$ cat src/design/bsfd_pkg.sv
`default_nettype none
// ----------------------------------------------------------------------------
// bsfd_pkg
// Shared types, constants and the CRC byte step for the byte-stuffed frame
// deframer.
// ----------------------------------------------------------------------------
package bsfd_pkg;

  localparam int unsigned BYTE_W          = 8;
  localparam int unsigned COUNT_W         = 11;
  localparam int unsigned CRC_W           = 16;
  localparam int unsigned CFG_IDX_W       = 3;
  localparam int unsigned CFG_DATA_W      = 16;
  localparam int unsigned EV_W            = 3;
  localparam int unsigned MAX_FRAME_BYTES = 1024;

  typedef logic [BYTE_W-1:0]  byte_t;
  typedef logic [COUNT_W-1:0] count_t;
  typedef logic [CRC_W-1:0]   crc_t;

  localparam crc_t   CRC_SEED  = 16'hFFFF;
  localparam crc_t   CRC_POLY  = 16'h8408;
  localparam count_t COUNT_MAX = COUNT_W'(MAX_FRAME_BYTES);

  typedef enum logic [CFG_IDX_W-1:0] {
    REG_START_BYTE     = 3'd0,
    REG_END_BYTE       = 3'd1,
    REG_ESCAPE_BYTE    = 3'd2,
    REG_ESC_START_CODE = 3'd3,
    REG_ESC_END_CODE   = 3'd4,
    REG_MIN_FRAME      = 3'd5,
    REG_CRC_RESIDUE    = 3'd6
  } reg_idx_t;

  typedef enum logic [1:0] {
    MODE_IDLE    = 2'd0,
    MODE_ERROR   = 2'd1,
    MODE_FILLING = 2'd2
  } mode_t;

  typedef enum logic [EV_W-1:0] {
    EV_PAYLOAD     = 3'd0,
    EV_FRAME_GOOD  = 3'd1,
    EV_CRC_ERROR   = 3'd2,
    EV_TOO_SHORT   = 3'd3,
    EV_STRAY_DATA  = 3'd4,
    EV_START_IN_FR = 3'd5,
    EV_END_AFT_ESC = 3'd6,
    EV_BAD_ESCAPE  = 3'd7
  } ev_t;

  typedef enum logic [3:0] {
    ACT_NONE,
    ACT_OPEN,
    ACT_STRAY,
    ACT_RESTART,
    ACT_END_ESC,
    ACT_CLOSE,
    ACT_PUSH,
    ACT_BAD_ESC,
    ACT_ESC_SET
  } act_t;

  typedef struct packed {
    byte_t  start_byte;
    byte_t  end_byte;
    byte_t  escape_byte;
    byte_t  esc_start_code;
    byte_t  esc_end_code;
    count_t min_frame_bytes;
    crc_t   crc_good_residue;
  } cfg_t;

  typedef struct packed {
    mode_t  mode;
    logic   escape_pending;
    crc_t   crc;
    count_t count;
  } state_t;

  typedef struct packed {
    ev_t    ev;
    byte_t  payload;
    count_t frame_bytes;
    crc_t   crc;
  } result_t;

  // Reflected CRC-16 (X.25) over one byte, least significant bit first.
  function automatic crc_t crc_step(crc_t crc, byte_t b);
    crc_t c;
    c = crc ^ {{(CRC_W-BYTE_W){1'b0}}, b};
    for (int i = 0; i < BYTE_W; i++) begin
      c = c[0] ? ((c >> 1) ^ CRC_POLY) : (c >> 1);
    end
    return c;
  endfunction

endpackage
`default_nettype wire

$ cat src/design/bsfd_cfg_regs.sv
`default_nettype none
// ----------------------------------------------------------------------------
// bsfd_cfg_regs
// Configuration register file: framing bytes, escape codes, minimum frame
// length and the expected CRC residue.
// ----------------------------------------------------------------------------
module bsfd_cfg_regs (
  input  logic                           clk,
  input  logic                           rst,
  input  logic                           cfg_we,
  input  logic [bsfd_pkg::CFG_IDX_W-1:0]  cfg_index,
  input  logic [bsfd_pkg::CFG_DATA_W-1:0] cfg_data,
  output bsfd_pkg::cfg_t                 cfg
);
  import bsfd_pkg::*;

  always_ff @(posedge clk) begin
    if (rst) begin
      cfg.start_byte       <= 8'd126;
      cfg.end_byte         <= 8'd127;
      cfg.escape_byte      <= 8'd125;
      cfg.esc_start_code   <= 8'd94;
      cfg.esc_end_code     <= 8'd95;
      cfg.min_frame_bytes  <= 11'd8;
      cfg.crc_good_residue <= 16'd61624;
    end else if (cfg_we) begin
      unique case (reg_idx_t'(cfg_index))
        REG_START_BYTE:     cfg.start_byte       <= cfg_data[BYTE_W-1:0];
        REG_END_BYTE:       cfg.end_byte         <= cfg_data[BYTE_W-1:0];
        REG_ESCAPE_BYTE:    cfg.escape_byte      <= cfg_data[BYTE_W-1:0];
        REG_ESC_START_CODE: cfg.esc_start_code   <= cfg_data[BYTE_W-1:0];
        REG_ESC_END_CODE:   cfg.esc_end_code     <= cfg_data[BYTE_W-1:0];
        REG_MIN_FRAME:      cfg.min_frame_bytes  <= cfg_data[COUNT_W-1:0];
        REG_CRC_RESIDUE:    cfg.crc_good_residue <= cfg_data[CRC_W-1:0];
        default: begin
        end
      endcase
    end
  end

endmodule
`default_nettype wire

$ cat src/design/bsfd_step.sv
`default_nettype none
// ----------------------------------------------------------------------------
// bsfd_step
// Deframing step for one received byte: classifies the byte against the
// framing state, computes the next state and the result item, if any.
// ----------------------------------------------------------------------------
module bsfd_step (
  input  bsfd_pkg::cfg_t    cfg,
  input  bsfd_pkg::state_t  st,
  input  bsfd_pkg::byte_t   rx,
  output bsfd_pkg::state_t  st_next,
  output bsfd_pkg::result_t res,
  output logic              res_valid
);
  import bsfd_pkg::*;

  act_t  act;
  byte_t lit;

  always_comb begin
    act = ACT_NONE;
    lit = rx;
    if (st.mode != MODE_FILLING) begin
      if (rx == cfg.start_byte) begin
        act = ACT_OPEN;
      end else if (st.mode == MODE_IDLE) begin
        act = ACT_STRAY;
      end
    end else if (rx == cfg.start_byte) begin
      act = ACT_RESTART;
    end else if (rx == cfg.end_byte) begin
      act = st.escape_pending ? ACT_END_ESC : ACT_CLOSE;
    end else if (st.escape_pending) begin
      priority if (rx == cfg.escape_byte) begin
        act = ACT_PUSH;
        lit = cfg.escape_byte;
      end else if (rx == cfg.esc_start_code) begin
        act = ACT_PUSH;
        lit = cfg.start_byte;
      end else if (rx == cfg.esc_end_code) begin
        act = ACT_PUSH;
        lit = cfg.end_byte;
      end else begin
        act = ACT_BAD_ESC;
      end
    end else if (rx == cfg.escape_byte) begin
      act = ACT_ESC_SET;
    end else begin
      act = ACT_PUSH;
    end
  end

  always_comb begin
    st_next = st;
    unique case (act)
      ACT_OPEN, ACT_RESTART: begin
        st_next.mode           = MODE_FILLING;
        st_next.escape_pending = 1'b0;
        st_next.crc            = CRC_SEED;
        st_next.count          = '0;
      end
      ACT_STRAY:   st_next.mode = MODE_ERROR;
      ACT_END_ESC, ACT_BAD_ESC: begin
        st_next.escape_pending = 1'b0;
        st_next.mode           = MODE_ERROR;
      end
      ACT_CLOSE:   st_next.mode = MODE_IDLE;
      ACT_PUSH: begin
        st_next.escape_pending = 1'b0;
        st_next.crc            = crc_step(st.crc, lit);
        st_next.count          = (st.count < COUNT_MAX) ? st.count + 1'b1 : st.count;
      end
      ACT_ESC_SET: st_next.escape_pending = 1'b1;
      ACT_NONE: begin
      end
      default: begin
      end
    endcase
  end

  always_comb begin
    res_valid       = 1'b1;
    res.ev          = EV_PAYLOAD;
    res.payload     = '0;
    res.frame_bytes = st_next.count;
    res.crc         = st_next.crc;
    unique case (act)
      ACT_PUSH: res.payload = lit;
      ACT_STRAY:   res.ev = EV_STRAY_DATA;
      ACT_RESTART: res.ev = EV_START_IN_FR;
      ACT_END_ESC: res.ev = EV_END_AFT_ESC;
      ACT_BAD_ESC: res.ev = EV_BAD_ESCAPE;
      ACT_CLOSE: begin
        if (st.count < cfg.min_frame_bytes) begin
          res.ev = EV_TOO_SHORT;
        end else if (st.crc != cfg.crc_good_residue) begin
          res.ev = EV_CRC_ERROR;
        end else begin
          res.ev = EV_FRAME_GOOD;
        end
      end
      ACT_NONE, ACT_OPEN, ACT_ESC_SET: res_valid = 1'b0;
      default: res_valid = 1'b0;
    endcase
  end

endmodule
`default_nettype wire

$ cat src/design/byte_stuffed_frame_deframer_crc16_core.sv
`default_nettype none
// ----------------------------------------------------------------------------
// byte_stuffed_frame_deframer_crc16_core
// Removes start, end and escape framing from a received byte stream, checks
// each frame with CRC-16/X.25 and reports payload bytes and frame events.
// ----------------------------------------------------------------------------
// The block takes one byte per clock cycle and can sustain that rate without
// gaps while the output is ready. A byte is held in an input register, goes
// through the combinational deframing logic and CRC byte step, and its result
// item, if it causes one, is loaded into the output register as the byte
// leaves the input register. A stalled output holds back the input only once
// both registers are full. Configuration takes effect on the next byte.
module byte_stuffed_frame_deframer_crc16_core (
  input  logic                            clk,
  input  logic                            rst,
  input  logic                            cfg_we,
  input  logic [bsfd_pkg::CFG_IDX_W-1:0]  cfg_index,
  input  logic [bsfd_pkg::CFG_DATA_W-1:0] cfg_data,
  input  logic                            in_valid,
  output logic                            in_ready,
  input  logic [7:0]                      rx_byte,
  output logic                            out_valid,
  input  logic                            out_ready,
  output logic [2:0]                      event_res,
  output logic [7:0]                      payload_byte,
  output logic [10:0]                     frame_bytes,
  output logic [15:0]                     crc_value
);
  import bsfd_pkg::*;

  cfg_t    cfg;
  state_t  st;
  state_t  st_next;
  result_t res;
  result_t out_res;
  logic    res_valid;
  logic    in_full;
  byte_t   in_byte;
  logic    fire;

  bsfd_cfg_regs u_cfg (
    .clk       (clk),
    .rst       (rst),
    .cfg_we    (cfg_we),
    .cfg_index (cfg_index),
    .cfg_data  (cfg_data),
    .cfg       (cfg)
  );

  bsfd_step u_step (
    .cfg       (cfg),
    .st        (st),
    .rx        (in_byte),
    .st_next   (st_next),
    .res       (res),
    .res_valid (res_valid)
  );

  assign fire     = in_full && (!out_valid || out_ready);
  assign in_ready = !in_full || fire;

  always_ff @(posedge clk) begin
    if (rst) begin
      in_full <= 1'b0;
    end else if (in_ready) begin
      in_full <= in_valid;
    end
  end

  always_ff @(posedge clk) begin
    if (in_valid && in_ready) begin
      in_byte <= rx_byte;
    end
  end

  always_ff @(posedge clk) begin
    if (rst) begin
      st.mode           <= MODE_IDLE;
      st.escape_pending <= 1'b0;
      st.crc            <= CRC_SEED;
      st.count          <= '0;
    end else if (fire) begin
      st <= st_next;
    end
  end

  always_ff @(posedge clk) begin
    if (rst) begin
      out_valid <= 1'b0;
    end else if (fire && res_valid) begin
      out_valid <= 1'b1;
    end else if (out_ready) begin
      out_valid <= 1'b0;
    end
  end

  always_ff @(posedge clk) begin
    if (fire && res_valid) begin
      out_res <= res;
    end
  end

  assign event_res    = out_res.ev;
  assign payload_byte = out_res.payload;
  assign frame_bytes  = out_res.frame_bytes;
  assign crc_value    = out_res.crc;

`ifndef ASSERT_OFF
  a_result_loaded: assert property (@(posedge clk) disable iff (rst)
    fire && res_valid |=> out_valid)
    else $error("Result item was not loaded into the output register.");

  a_escape_only_in_frame: assert property (@(posedge clk) disable iff (rst)
    st.mode != MODE_FILLING |-> !st.escape_pending)
    else $error("Escape pending outside a frame.");

  a_count_saturates: assert property (@(posedge clk) disable iff (rst)
    st.count <= COUNT_MAX)
    else $error("Frame byte count exceeds its maximum.");

  a_held_item_stays: assert property (@(posedge clk) disable iff (rst)
    in_full && !fire |=> in_full && $stable(in_byte))
    else $error("Held input item was lost or changed.");

  a_restart_reseeds: assert property (@(posedge clk) disable iff (rst)
    fire && res_valid && res.ev == EV_START_IN_FR |=> st.crc == CRC_SEED && st.count == '0)
    else $error("Frame restart did not reseed the CRC and count.");
`endif

endmodule
`default_nettype wire
$ cat config.mk
export PLATFORM = sky130hd
export DESIGN_NAME = byte_stuffed_frame_deframer_crc16_core
export DESIGN_NICKNAME = d
export VERILOG_FILES = /design/src/design/bsfd_pkg.sv /design/src/design/bsfd_cfg_regs.sv /design/src/design/bsfd_step.sv /design/src/design/byte_stuffed_frame_deframer_crc16_core.sv
export SDC_FILE = /design/constraint.sdc
export NUM_CORES = 1
export LEC_CHECK = 0
export ABC_CLOCK_PERIOD_IN_PS = 3000
export BUFFER_PORTS_ARGS = -buffer_cell sky130_fd_sc_hd__buf_4
export CAP_MARGIN = 10
export CORE_MARGIN = 4
export CORE_UTILIZATION = 50
export CTS_BUF_LIST = sky130_fd_sc_hd__clkbuf_4 sky130_fd_sc_hd__clkbuf_8
export CTS_CLUSTER_SIZE = 16
export DETAILED_ROUTE_END_ITERATION = 10
export GPL_TIMING_DRIVEN = 0
export PLACE_DENSITY_LB_ADDON = 0.05
export SKIP_LAST_GASP = 1
export SLEW_MARGIN = 20
export SYNTH_ARGS = -nofsm -noshare
export SYNTH_HDL_FRONTEND = slang
export SYNTH_SLANG_ARGS = --single-unit
$ cat constraint.sdc
create_clock -name clk -period 3 [get_ports clk]
set_input_delay 0.15 -clock clk [delete_from_list [all_inputs] [get_ports clk]]
set_output_delay 0.15 -clock clk [all_outputs]
set_load 0.05 [all_outputs]
==> impl_metrics.py, run 1 <==
metrics = {
    "routing": {
        "drc": 0,
        "wl_per_cell_microns": 19.20,
        "drtPass1Iterations": 5,
        "ant_nets": 0,
        "vias": 6480,
        "wl_microns": 21850,
        "first_iter_violations": 686,
        "viasPerCell": 5.694,
    },
    "finish": {
        "n_antenna_cell": 0,
        "drive_gt1_share_pct": 28.60,
        "final_common_cell": "nand2_1",
        "final_area_sq_mm": 0.009817,
        "nNetsFinal": 988,
        "final_cell_mix": "nand2_1, buf_4, dfxtp_1",
        "post-route-util_pct": 70.18,
        "area_growth_pct": 35.96,
    },
    "clocking": {
        "clockBufferDepth": 2,
        "cts_tree": "yes",
        "cts.clk_slew.worst_paths_ns": 0.09,
        "cts_num_sinks": 145,
        "h-tree-depth": 4,
        "cts-root-buf": "clkbuf_8",
        "clk_latency_ns": 0.48,
        "numCtsBuffers": 17,
    },
    "power_and_ir_drop": {
        "power_density_mw_per_mm2": 455.4,
        "power_mw": 4.471,
        "power.leakage_nw": 3.746,
        "max-vdd-ir-drop_uv": 255.0,
    },
    "floorplanning": {
        "die_w_microns": 128.2,
        "core_area_sq_mm": 0.01399,
        "rows": 43,
        "die_h_microns": 128.2,
        "die-area_sq_mm": 0.01643,
        "initial_core_util_pct": 51.62,
        "pin_count": 72,
    },
    "placed_design": {
        "port_buffers": 68,
        "globalplace.congestion": 0.9187,
        "dpl.hpwl_microns": 14570,
        "placed_cell_area_sq_mm": 0.007974,
    },
    "global_route": {
        "overflow": 0,
        "grt_pass1_vias": 5925,
        "grt_max_degree": 39,
        "grt_use_total_pct": 25.64,
        "antenna_found_initial": 0,
        "grt_pass1_wl_microns": 32290,
    },
    "logic_synthesis": {
        "ys_types": 55,
        "synth_flop_cell": "dfxtp_1",
        "synth-edff-count": 46,
        "synth-seq-cells": 145,
        "netlist_instances": 780,
        "ys_seq_area_share_pct": 46.58,
        "synth.avg_cell_area_sq_um": 9.257,
        "yosysTopAreaCellShare_pct": 27.45,
        "syn-cell-area_sq_mm": 0.007221,
        "synth_fp_nets": 823,
        "yosys.area.top_type": "dfxtp_1",
        "async_flop_share_pct": 0,
        "yosys-top-cells-area": "dfxtp_1, edfxtp_1, nand2_1",
        "yosysWarnings": 0,
    },
    "timing": {
        "max_slew_margin_pct": 45.16,
        "setup_violations": 23,
        "fin_crit_ns": 3.122,
        "worstMarginPinSlew_ns": 0.8225,
        "hold_viol": 0,
        "rsz0062_at_grt": "yes",
        "finClkSkew_ns": 0.01293,
        "fin_crit_sh_pct": 104.1,
        "setup_ws_ns": -0.1215,
        "maxSlewViolCount": 0,
        "clock.fmax_ghz": 0.3204,
    },
    "critical_path": {
        "required_ns": 3.19,
        "end_kind": "register",
        "worstSetupStartpointType": "register",
        "worstPathArrival_ns": 3.31,
        "crit_fanout": 7,
        "crit_type": "register to register",
    },
    "min_path": {
        "hp-class": "input port to register",
    },
    "status": {
        "status": "finished with violations",
        "violations": "negative setup slack",
    },
    "job": {
        "timing.max_cap.violations": 0,
    },
}
metal layers:
layer  vias to the layer above  routed length [microns]  track usage [%]
met5                         -                        0                0
met4                         0                      792            11.99
met3                        59                     1432            4.958
met2                       261                    10690            41.74
met1                      3122                     8935            32.94
li1                       3038                        -                -
state kept, by name, summed over array words and instances, names as in the netlist:
signal,cells
payload_byte,8
frame_bytes,11
event_res,3
crc_value,16
st,30
u_cfg.cfg,67
in_byte,8
out_valid,1
in_full,1
worst paths after layout:
check	startpoint	slack (ns)	end	cells after the start
worst max-delay path	in_byte[6]$_DFFE_PP_	-0.12	crc_value[10]$_DFFE_PP_	11
worst min-delay path	out_ready	0.01	in_full$_SDFFE_PP0N_	3
worst max register to register	in_byte[6]$_DFFE_PP_	-0.12	crc_value[10]$_DFFE_PP_	11
worst min register to register	u_cfg.cfg[17]$_SDFFE_PP0P_	0.46	u_cfg.cfg[17]$_SDFFE_PP0P_	2
metrics by stage:
stage,setup slack (ns),cells,setup TNS (ns),hold WS (ns)
4_1_cts,-0.04814,1099,-0.07079,0.001592
3_5_place_dp,-0.6375,1029,-21.92,0.3293
3_3_place_gp,-0.6034,1028,-35.69,0.3286
6_report,-0.1215,1138,-0.7564,0.01214
5_1_grt,-0.2125,1138,-3.540,-0.003904
2_1_floorplan,0.09197,780,0,0.2489
power by group:
group	switching, mW	internal (mW)
clock	0.757	1.04
sequential	0.0311	2.07
combinational	0.329	0.244
total	1.12	3.35
layout make-up:
cell class,instances,area [sq um]
Fill cell,1092,4172
Multi-Input combinational cell,573,4158
Sequential cell,145,3363
Timing Repair Buffer,150,1246
Buffer,43,302.8
Clock buffer,21,276.5
Tap cell,180,225.2
Clock inverter,11,183.9
Inverter,15,61.31
worst max-delay path, stage by stage, from the launching register on:
cell	delay, ns
edfxtp_1	0.41
buf_8	0.18
xor2_2	0.16
nor4_4	0.33
nand2_2	0.17
buf_8	0.16
and4_1	0.20
a221o_1	0.36
xor2_2	0.20
xnor2_2	0.32
xor2_1	0.24
o211ai_1	0.10
logic make-up after synthesis:
family / share of synthesized area, %
muxes: 2.357
DFF: 46.58
buffers and inverters: 4.055
AOI/OAI and AO/OA: 11.12
adders and majority gates: 1.906
and+or+nand+nor: 21.71
xor gates and xnor gates: 12.27
what timing repair did:
item / CTS / global route
gates resized for setup: 56 / 80
hold buffers: 21 / 1
setup buffers: 18 / 38
hold endpoints to repair: 29 / 1
pin swaps: 17 / 47
endpoints found under the setup margin: 95 / 91
gates cloned: 2 / 2
Yosys cell counts (6+ instances only):
cell / instances
inv_1: 14
and3_1: 9
xnor2_1: 28
nand2_1: 146
a21oi_1: 55
a31oi_1: 9
a221o_1: 6
nor3_1: 16
ha_1: 11
xor2_1: 49
nand4_1: 6
nand3_1: 43
nor4_1: 11
o21ai_0: 22
edfxtp_1: 46
mux2i_1: 17
or3_1: 9
and4_1: 10
nor2_1: 47
dfxtp_1: 99
xnor2_2: 12
clkbuf_1: 30
nand2b_1: 7
Power figures use the tool's default switching activity.
==> run 2: changes to the inputs <==
--- a/config.mk
+++ b/config.mk
@@ -8,7 +8,7 @@
 export ABC_CLOCK_PERIOD_IN_PS = 3000
 export BUFFER_PORTS_ARGS = -buffer_cell sky130_fd_sc_hd__buf_4
 export CAP_MARGIN = 10
-export CORE_MARGIN = 4
+export CORE_MARGIN = 2
 export CORE_UTILIZATION = 50
 export CTS_BUF_LIST = sky130_fd_sc_hd__clkbuf_4 sky130_fd_sc_hd__clkbuf_8
 export CTS_CLUSTER_SIZE = 16
==> run 2 against run 1 <==
The flow still finishes with violations (negative setup slack). Worst setup slack lost 0.034 ns. Worst hold slack gained 0.0058 ns. Clock skew shrank 0.0029 ns. Sequential power is essentially flat. Via count shrank 3.7%. Critical path type unchanged. Count of clock-buffer cells in the layout shrank 1. Register-to-register slack lost 0.03 ns. Global-route usage grew 2.1 points.
==> impl_metrics.py, run 2 (synthesis results as in run 1) <==
metrics = {
    "status": {
        "status": "finished with violations",
        "violations": "negative setup slack",
    },
    "floorplanning": {
        "core_area_sq_mm": 0.01399,
        "rows": 43,
        "die_w_microns": 124.2,
        "die_h_microns": 124.2,
        "initial_core_util_pct": 51.62,
        "die-area_sq_mm": 0.01542,
        "pin_count": 72,
    },
    "timing": {
        "finClkSkew_ns": 0.01007,
        "rsz0062_at_grt": "yes",
        "clock.fmax_ghz": 0.3169,
        "maxSlewViolCount": 0,
        "worstMarginPinSlew_ns": 0.8277,
        "max_slew_margin_pct": 44.52,
        "hold_viol": 0,
        "fin_crit_sh_pct": 105.2,
        "whs_ns": 0.01793,
        "setup_violations": 9,
        "setup_ws_ns": -0.1556,
        "fin_crit_ns": 3.156,
    },
    "finish": {
        "drive_gt1_share_pct": 24.33,
        "final_common_cell": "nand2_1",
        "area_growth_pct": 29.84,
        "top_register": "u_cfg.cfg",
        "final_cell_mix": "nand2_1, buf_4, dfxtp_1",
        "n_antenna_cell": 0,
        "nNetsFinal": 967,
        "largest_reg_flops": 67,
        "fin_cells": 1117,
    },
    "routing": {
        "drc": 0,
        "viasPerCell": 5.585,
        "wl_per_cell_microns": 18.77,
        "vias": 6238,
        "wl_microns": 20970,
        "ant_nets": 0,
        "drtPass1Iterations": 5,
        "first_iter_violations": 531,
    },
    "job": {
        "timing.max_cap.violations": 0,
    },
    "placed_design": {
        "port_buffers": 68,
        "dpl.hpwl_microns": 14390,
        "numPlacedInstances": 1028,
        "globalplace.congestion": 0.9030,
    },
    "critical_path": {
        "worstSetupStartpointType": "register",
        "end_kind": "register",
        "required_ns": 3.19,
        "crit_type": "register to register",
        "crit_fanout": 8,
        "worstPathArrival_ns": 3.35,
    },
    "clocking": {
        "cts-root-buf": "clkbuf_8",
        "clk_latency_ns": 0.47,
        "h-tree-depth": 4,
        "cts.clk_slew.worst_paths_ns": 0.08,
        "numCtsBuffers": 17,
        "cts_num_sinks": 145,
        "clockBufferDepth": 2,
        "cts_tree": "yes",
    },
    "global_route": {
        "overflow": 0,
        "grt_use_total_pct": 27.73,
        "antenna_found_initial": 0,
        "grt_pass1_wl_microns": 31500,
        "grt_max_degree": 39,
        "grt_pass1_vias": 5818,
    },
    "power_and_ir_drop": {
        "power_density_mw_per_mm2": 452.6,
        "power.leakage_nw": 3.530,
        "max-vdd-ir-drop_uv": 264.8,
    },
    "min_path": {
        "hp-class": "input port to register",
    },
}
## run 2: cell types whose count changed in the layout (fill, tap and decap cells not counted), moves of 6 or more
cell	delta
a21oi_1	+7
buf_6	-6
buf_4	-13
a21oi_2	-7
## run 2: layer usage
layer | global-route usage, % | vias to the layer above | wire length (microns)
li1 | - | 3002 | -
met1 | 35.66 | 2957 | 9071
met2 | 46.62 | 234 | 10300
met3 | 4.075 | 45 | 1011
met4 | 11.66 | 0 | 586
met5 | 0 | - | 0
## run 2: worst max-delay path: stages (launching register included)
cell and delay (ns):
edfxtp_1 0.41, buf_8 0.17, xor2_4 0.18, nor4_4 0.05, buf_4 0.16, a211oi_4 0.30
clkbuf_8 0.22, nand2_8 0.08, a221oi_4 0.43, xnor2_2 0.20, xnor2_2 0.37, xnor2_2 0.17
o211ai_1 0.12
## run 2: worst paths after layout
path	start	endpoint	slack (ns)	cells after the start
min reg2reg	u_cfg.cfg[21]$_SDFFE_PP0P_	u_cfg.cfg[21]$_SDFFE_PP0P_	0.46	2
min	cfg_data[0]	u_cfg.cfg[35]$_SDFFE_PP0P_	0.02	3
max reg2reg	in_byte[1]$_DFFE_PP_	crc_value[8]$_DFFE_PP_	-0.16	12
max	in_byte[1]$_DFFE_PP_	crc_value[8]$_DFFE_PP_	-0.16	12
## run 2: layout make-up
class / instances / area [sq um]
Buffer: 44 / 277.8
Clock inverter: 12 / 140.1
Sequential cell: 145 / 3363
Fill cell: 1158 / 4613
Inverter: 15 / 58.81
Clock buffer: 20 / 262.8
Tap cell: 180 / 225.2
Multi-Input combinational cell: 573 / 4016
Timing Repair Buffer: 128 / 1031
## run 2: per-stage QoR
stage / setup TNS (ns) / instance area, sq um / util (%) / setup WS, ns / power, mW
final: -0.8776 / 9375 / 67.02 / -0.1556 / 4.243
after global routing: -2.436 / 9375 / 67.02 / -0.2350 / 4.376
after CTS: -0.1445 / 8937 / 63.89 / -0.05643 / 4.195
after detailed placement: -23.91 / 7966 / 56.95 / -0.6444 / 2.561
after global placement: -36.53 / 7956 / 56.88 / -0.6079 / 2.553
after floorplan: 0 / 7221 / - / 0.09197 / 2.412
## run 2: timing repair
action                                 in CTS  in global routing
hold buffers                               21                  0
endpoints found under the hold margin      27                  0
setup endpoints to repair                  93                 92
buffers inserted                           18                 19
gates resized for setup                    43                 49
pin swaps                                  21                 24
gates cloned                                2                  0
## run 2: power by group
group | total [mW] | switching, mW | internal, mW | leakage, nW
clock | 1.60 | 0.749 | 0.849 | 0.202
combinational | 0.549 | 0.319 | 0.231 | 2.14
sequential | 2.10 | 0.0295 | 2.07 | 1.18
total | 4.24 | 1.10 | 3.15 | 3.53
==> run 3: changes to the inputs <==
--- a/config.mk
+++ b/config.mk
@@ -15,6 +15,7 @@
 export DETAILED_ROUTE_END_ITERATION = 10
 export GPL_TIMING_DRIVEN = 0
 export PLACE_DENSITY_LB_ADDON = 0.05
+export SETUP_SLACK_MARGIN = 0.4
 export SKIP_LAST_GASP = 1
 export SLEW_MARGIN = 20
 export SYNTH_ARGS = -nofsm -noshare
==> run 3 against run 2 <==
The run still ends with negative setup slack left. Clock power fell by 12%. Count of clock-buffer cells in the layout shrank 1. Via count rose by 6.4%. Final cell count increased by 4.8%. Die area is the same. Design area rose by 9.0%. Register-to-register slack better by 0.02 ns. Sequential cell count is the same.
==> impl_metrics.py, run 3 (synthesis results as in run 1) <==
metrics = {
    "status": {
        "status": "finished with violations",
        "violations": "negative setup slack",
    },
    "critical_path": {
        "r2r_start": "in_byte[2]$_DFFE_PP_",
        "cp_slowest_stage_delay_ns": 0.42,
        "crit_chain": "buf_6, xor2_2, nor4_4, a211oi_4, buf_6, buf_6, and4_1, a221o_1, xnor2_2, xnor2_2, buf_4, xnor2_4, o21ai_2",
        "r2r_end": "crc_value[2]$_DFFE_PP_",
        "rr_worst_depth": 13,
        "worstSetupStartpointType": "register",
        "end_kind": "register",
        "crit_type": "register to register",
        "path_buf_inv": 4,
        "worst-path-stages": 13,
        "required_ns": 3.22,
        "crit_family": "XOR/XNOR gates",
        "crit_fanout": 6,
        "r2r_slack_ns": -0.13,
        "cpMostUsedCell": "buf_6",
        "worstPathArrival_ns": 3.35,
        "slowest_stage": "nor4_4",
        "crit_path_start": "in_byte[2]$_DFFE_PP_",
        "cp-endpoint": "crc_value[2]$_DFFE_PP_",
    },
    "timing": {
        "hold_viol": 0,
        "fin_crit_sh_pct": 104.4,
        "worstMarginPinSlew_ns": 0.9460,
        "maxSlewViolCount": 0,
        "max_slew_margin_pct": 36.93,
        "setup_ws_ns": -0.1333,
        "finClkSkew_ns": 0.01323,
        "setup_violations": 18,
        "clock.fmax_ghz": 0.3192,
        "rsz0062_at_grt": "yes",
        "fin_crit_ns": 3.133,
    },
    "min_path": {
        "hp-class": "input port to register",
    },
    "power_and_ir_drop": {
        "switchingPower_mw": 1.112,
        "seq_power_share_pct": 51.0,
        "pwr-share-clk_pct": 34.2,
        "power_density_mw_per_mm2": 402.3,
        "max-vdd-ir-drop_uv": 239.1,
        "p_comb_share_pct": 14.8,
        "power.leakage_nw": 3.905,
        "cellInternalPower_mw": 2.998,
        "netSwitchingFraction_pct": 27.06,
    },
    "finish": {
        "drive_gt1_share_pct": 32.80,
        "final_cell_mix": "buf_4, nand2_1, dfxtp_1",
        "n_fill_cell": 981,
        "largest_reg_flops": 67,
        "fin_cells": 1171,
        "area_growth_pct": 41.50,
        "n_antenna_cell": 0,
        "top_register": "u_cfg.cfg",
        "nNetsFinal": 1021,
    },
    "routing": {
        "ant_nets": 0,
        "wl_microns": 22850,
        "vias": 6635,
        "drc": 0,
        "first_iter_violations": 672,
        "wl_per_cell_microns": 19.52,
        "drtPass1Iterations": 5,
        "viasPerCell": 5.666,
    },
    "clocking": {
        "clockBufferDepth": 2,
        "cts-root-buf": "clkbuf_8",
        "cts_num_sinks": 145,
        "cts.clk_slew.worst_paths_ns": 0.08,
        "h-tree-depth": 4,
        "clk_latency_ns": 0.47,
        "cts_tree": "yes",
        "numCtsBuffers": 17,
    },
    "global_route": {
        "overflow": 0,
        "grt_max_degree": 20,
        "grt_pass1_vias": 6079,
        "grt_use_total_pct": 28.99,
        "antenna_found_initial": 0,
        "grt_pass1_wl_microns": 33010,
    },
    "floorplanning": {
        "die_h_microns": 124.2,
        "die-area_sq_mm": 0.01542,
        "die_w_microns": 124.2,
        "pin_count": 72,
        "rows": 43,
        "core_area_sq_mm": 0.01399,
        "initial_core_util_pct": 51.62,
    },
    "placed_design": {
        "port_buffers": 68,
        "dpl.hpwl_microns": 14280,
        "numPlacedInstances": 1028,
        "pre_cts_slack_ns": -0.2716,
        "globalplace.congestion": 0.9962,
    },
    "job": {
        "timing.max_cap.violations": 0,
    },
}
==> run 3: cell types whose count changed in the layout (fill, tap and decap cells not counted), moves of 4 or more <==
cell | before | now
buf_4 | 107 | 137
buf_6 | 9 | 28
a21oi_1 | 54 | 47
a21oi_2 | 1 | 8
nand2_1 | 143 | 137
nand2_2 | 2 | 8
buf_12 | 1 | 5
clkinvlp_4 | 2 | 6
nand3_1 | 43 | 39
nand3_2 | 0 | 4
nor3_4 | 0 | 4
xnor2_1 | 15 | 11
xor2_1 | 40 | 36
xor2_2 | 7 | 11
==> run 3: worst min path at each step <==
stage                     start                         end  slack [ns]  depth (start not counted)
floorplan            rx_byte[0]        in_byte[0]$_DFFE_PP_        0.25                          0
global placement     rx_byte[0]        in_byte[0]$_DFFE_PP_        0.33                          1
detailed placement   rx_byte[7]        in_byte[7]$_DFFE_PP_        0.33                          1
CTS                 cfg_data[0]  u_cfg.cfg[35]$_SDFFE_PP0P_       0.002                          3
global route        cfg_data[4]  u_cfg.cfg[20]$_SDFFE_PP0P_       0.008                          3
finish              cfg_data[0]  u_cfg.cfg[35]$_SDFFE_PP0P_        0.01                          3
==> run 3: power by group through the flow <==
stage | logic [mW] | registers, mW | clock network [mW]
final | 0.607 | 2.10 | 1.41
after global routing | 0.637 | 2.10 | 1.49
after CTS | 0.525 | 2.09 | 1.42
after detailed placement | 0.427 | 2.14 | 0
after global placement | 0.418 | 2.14 | 0
after floorplan | 0.235 | 2.18 | 0
==> run 3: worst reg2reg max path: cells and delay by family, from the launching register on <==
family                 cells  cell delay [ns]
AO/OA/AOI/OAI              3             0.55
AND/OR/NAND/NOR            2             0.61
flip-flops                 1             0.38
XOR/XNOR                   4             0.74
buffers and inverters      4             0.61
==> run 3: cell type report <==
cell class                      count  area (sq um)  area share (%)
Multi-Input combinational cell    573          4299           42.08
Sequential cell                   145          3363           32.92
Timing Repair Buffer              178          1545           15.12
Buffer                             47         366.6           3.588
Clock buffer                       19         255.2           2.498
Tap cell                          180         225.2           2.204
Clock inverter                     13         95.09          0.9307
Inverter                           15         60.06          0.5878
Timing Repair inverter              1         7.507         0.07348
==> run 3: what timing repair did <==
action                                  in CTS  in global routing
hold endpoints to repair                    26                  0
endpoints found under the setup margin     103                105
buffers inserted                            50                 33
cloned                                       5                  1
gates resized for setup                     96                 77
pin swaps                                   47                 53
hold buffers                                22                  0
==> run 3: layer usage <==
metal	part of all wire [%]	GRT usage, %	vias up
met2	50	49.90	303
li1	-	-	3110
met1	41	36.84	3167
met3	6.2	4.533	55
met5	0	0	-
met4	2.9	10.53	0
==> run 3: per-stage QoR <==
| stage | hold slack [ns] | power (mW) | util (%) | TNS [ns] | instance area [sq um] |
|---|---|---|---|---|---|
| final | 0.01244 | 4.111 | 73.04 | -1.182 | 10220 |
| after global routing | 0.007955 | 4.232 | 73.04 | -3.615 | 10220 |
| after CTS | 0.001836 | 4.041 | 68.34 | -0.3874 | 9559 |
| after detailed placement | 0.3293 | 2.566 | 57.42 | -14.23 | 8033 |
| after global placement | 0.3287 | 2.556 | 57.35 | -11.09 | 8023 |
| after floorplan | 0.2489 | 2.417 | - | 0 | 7287 |
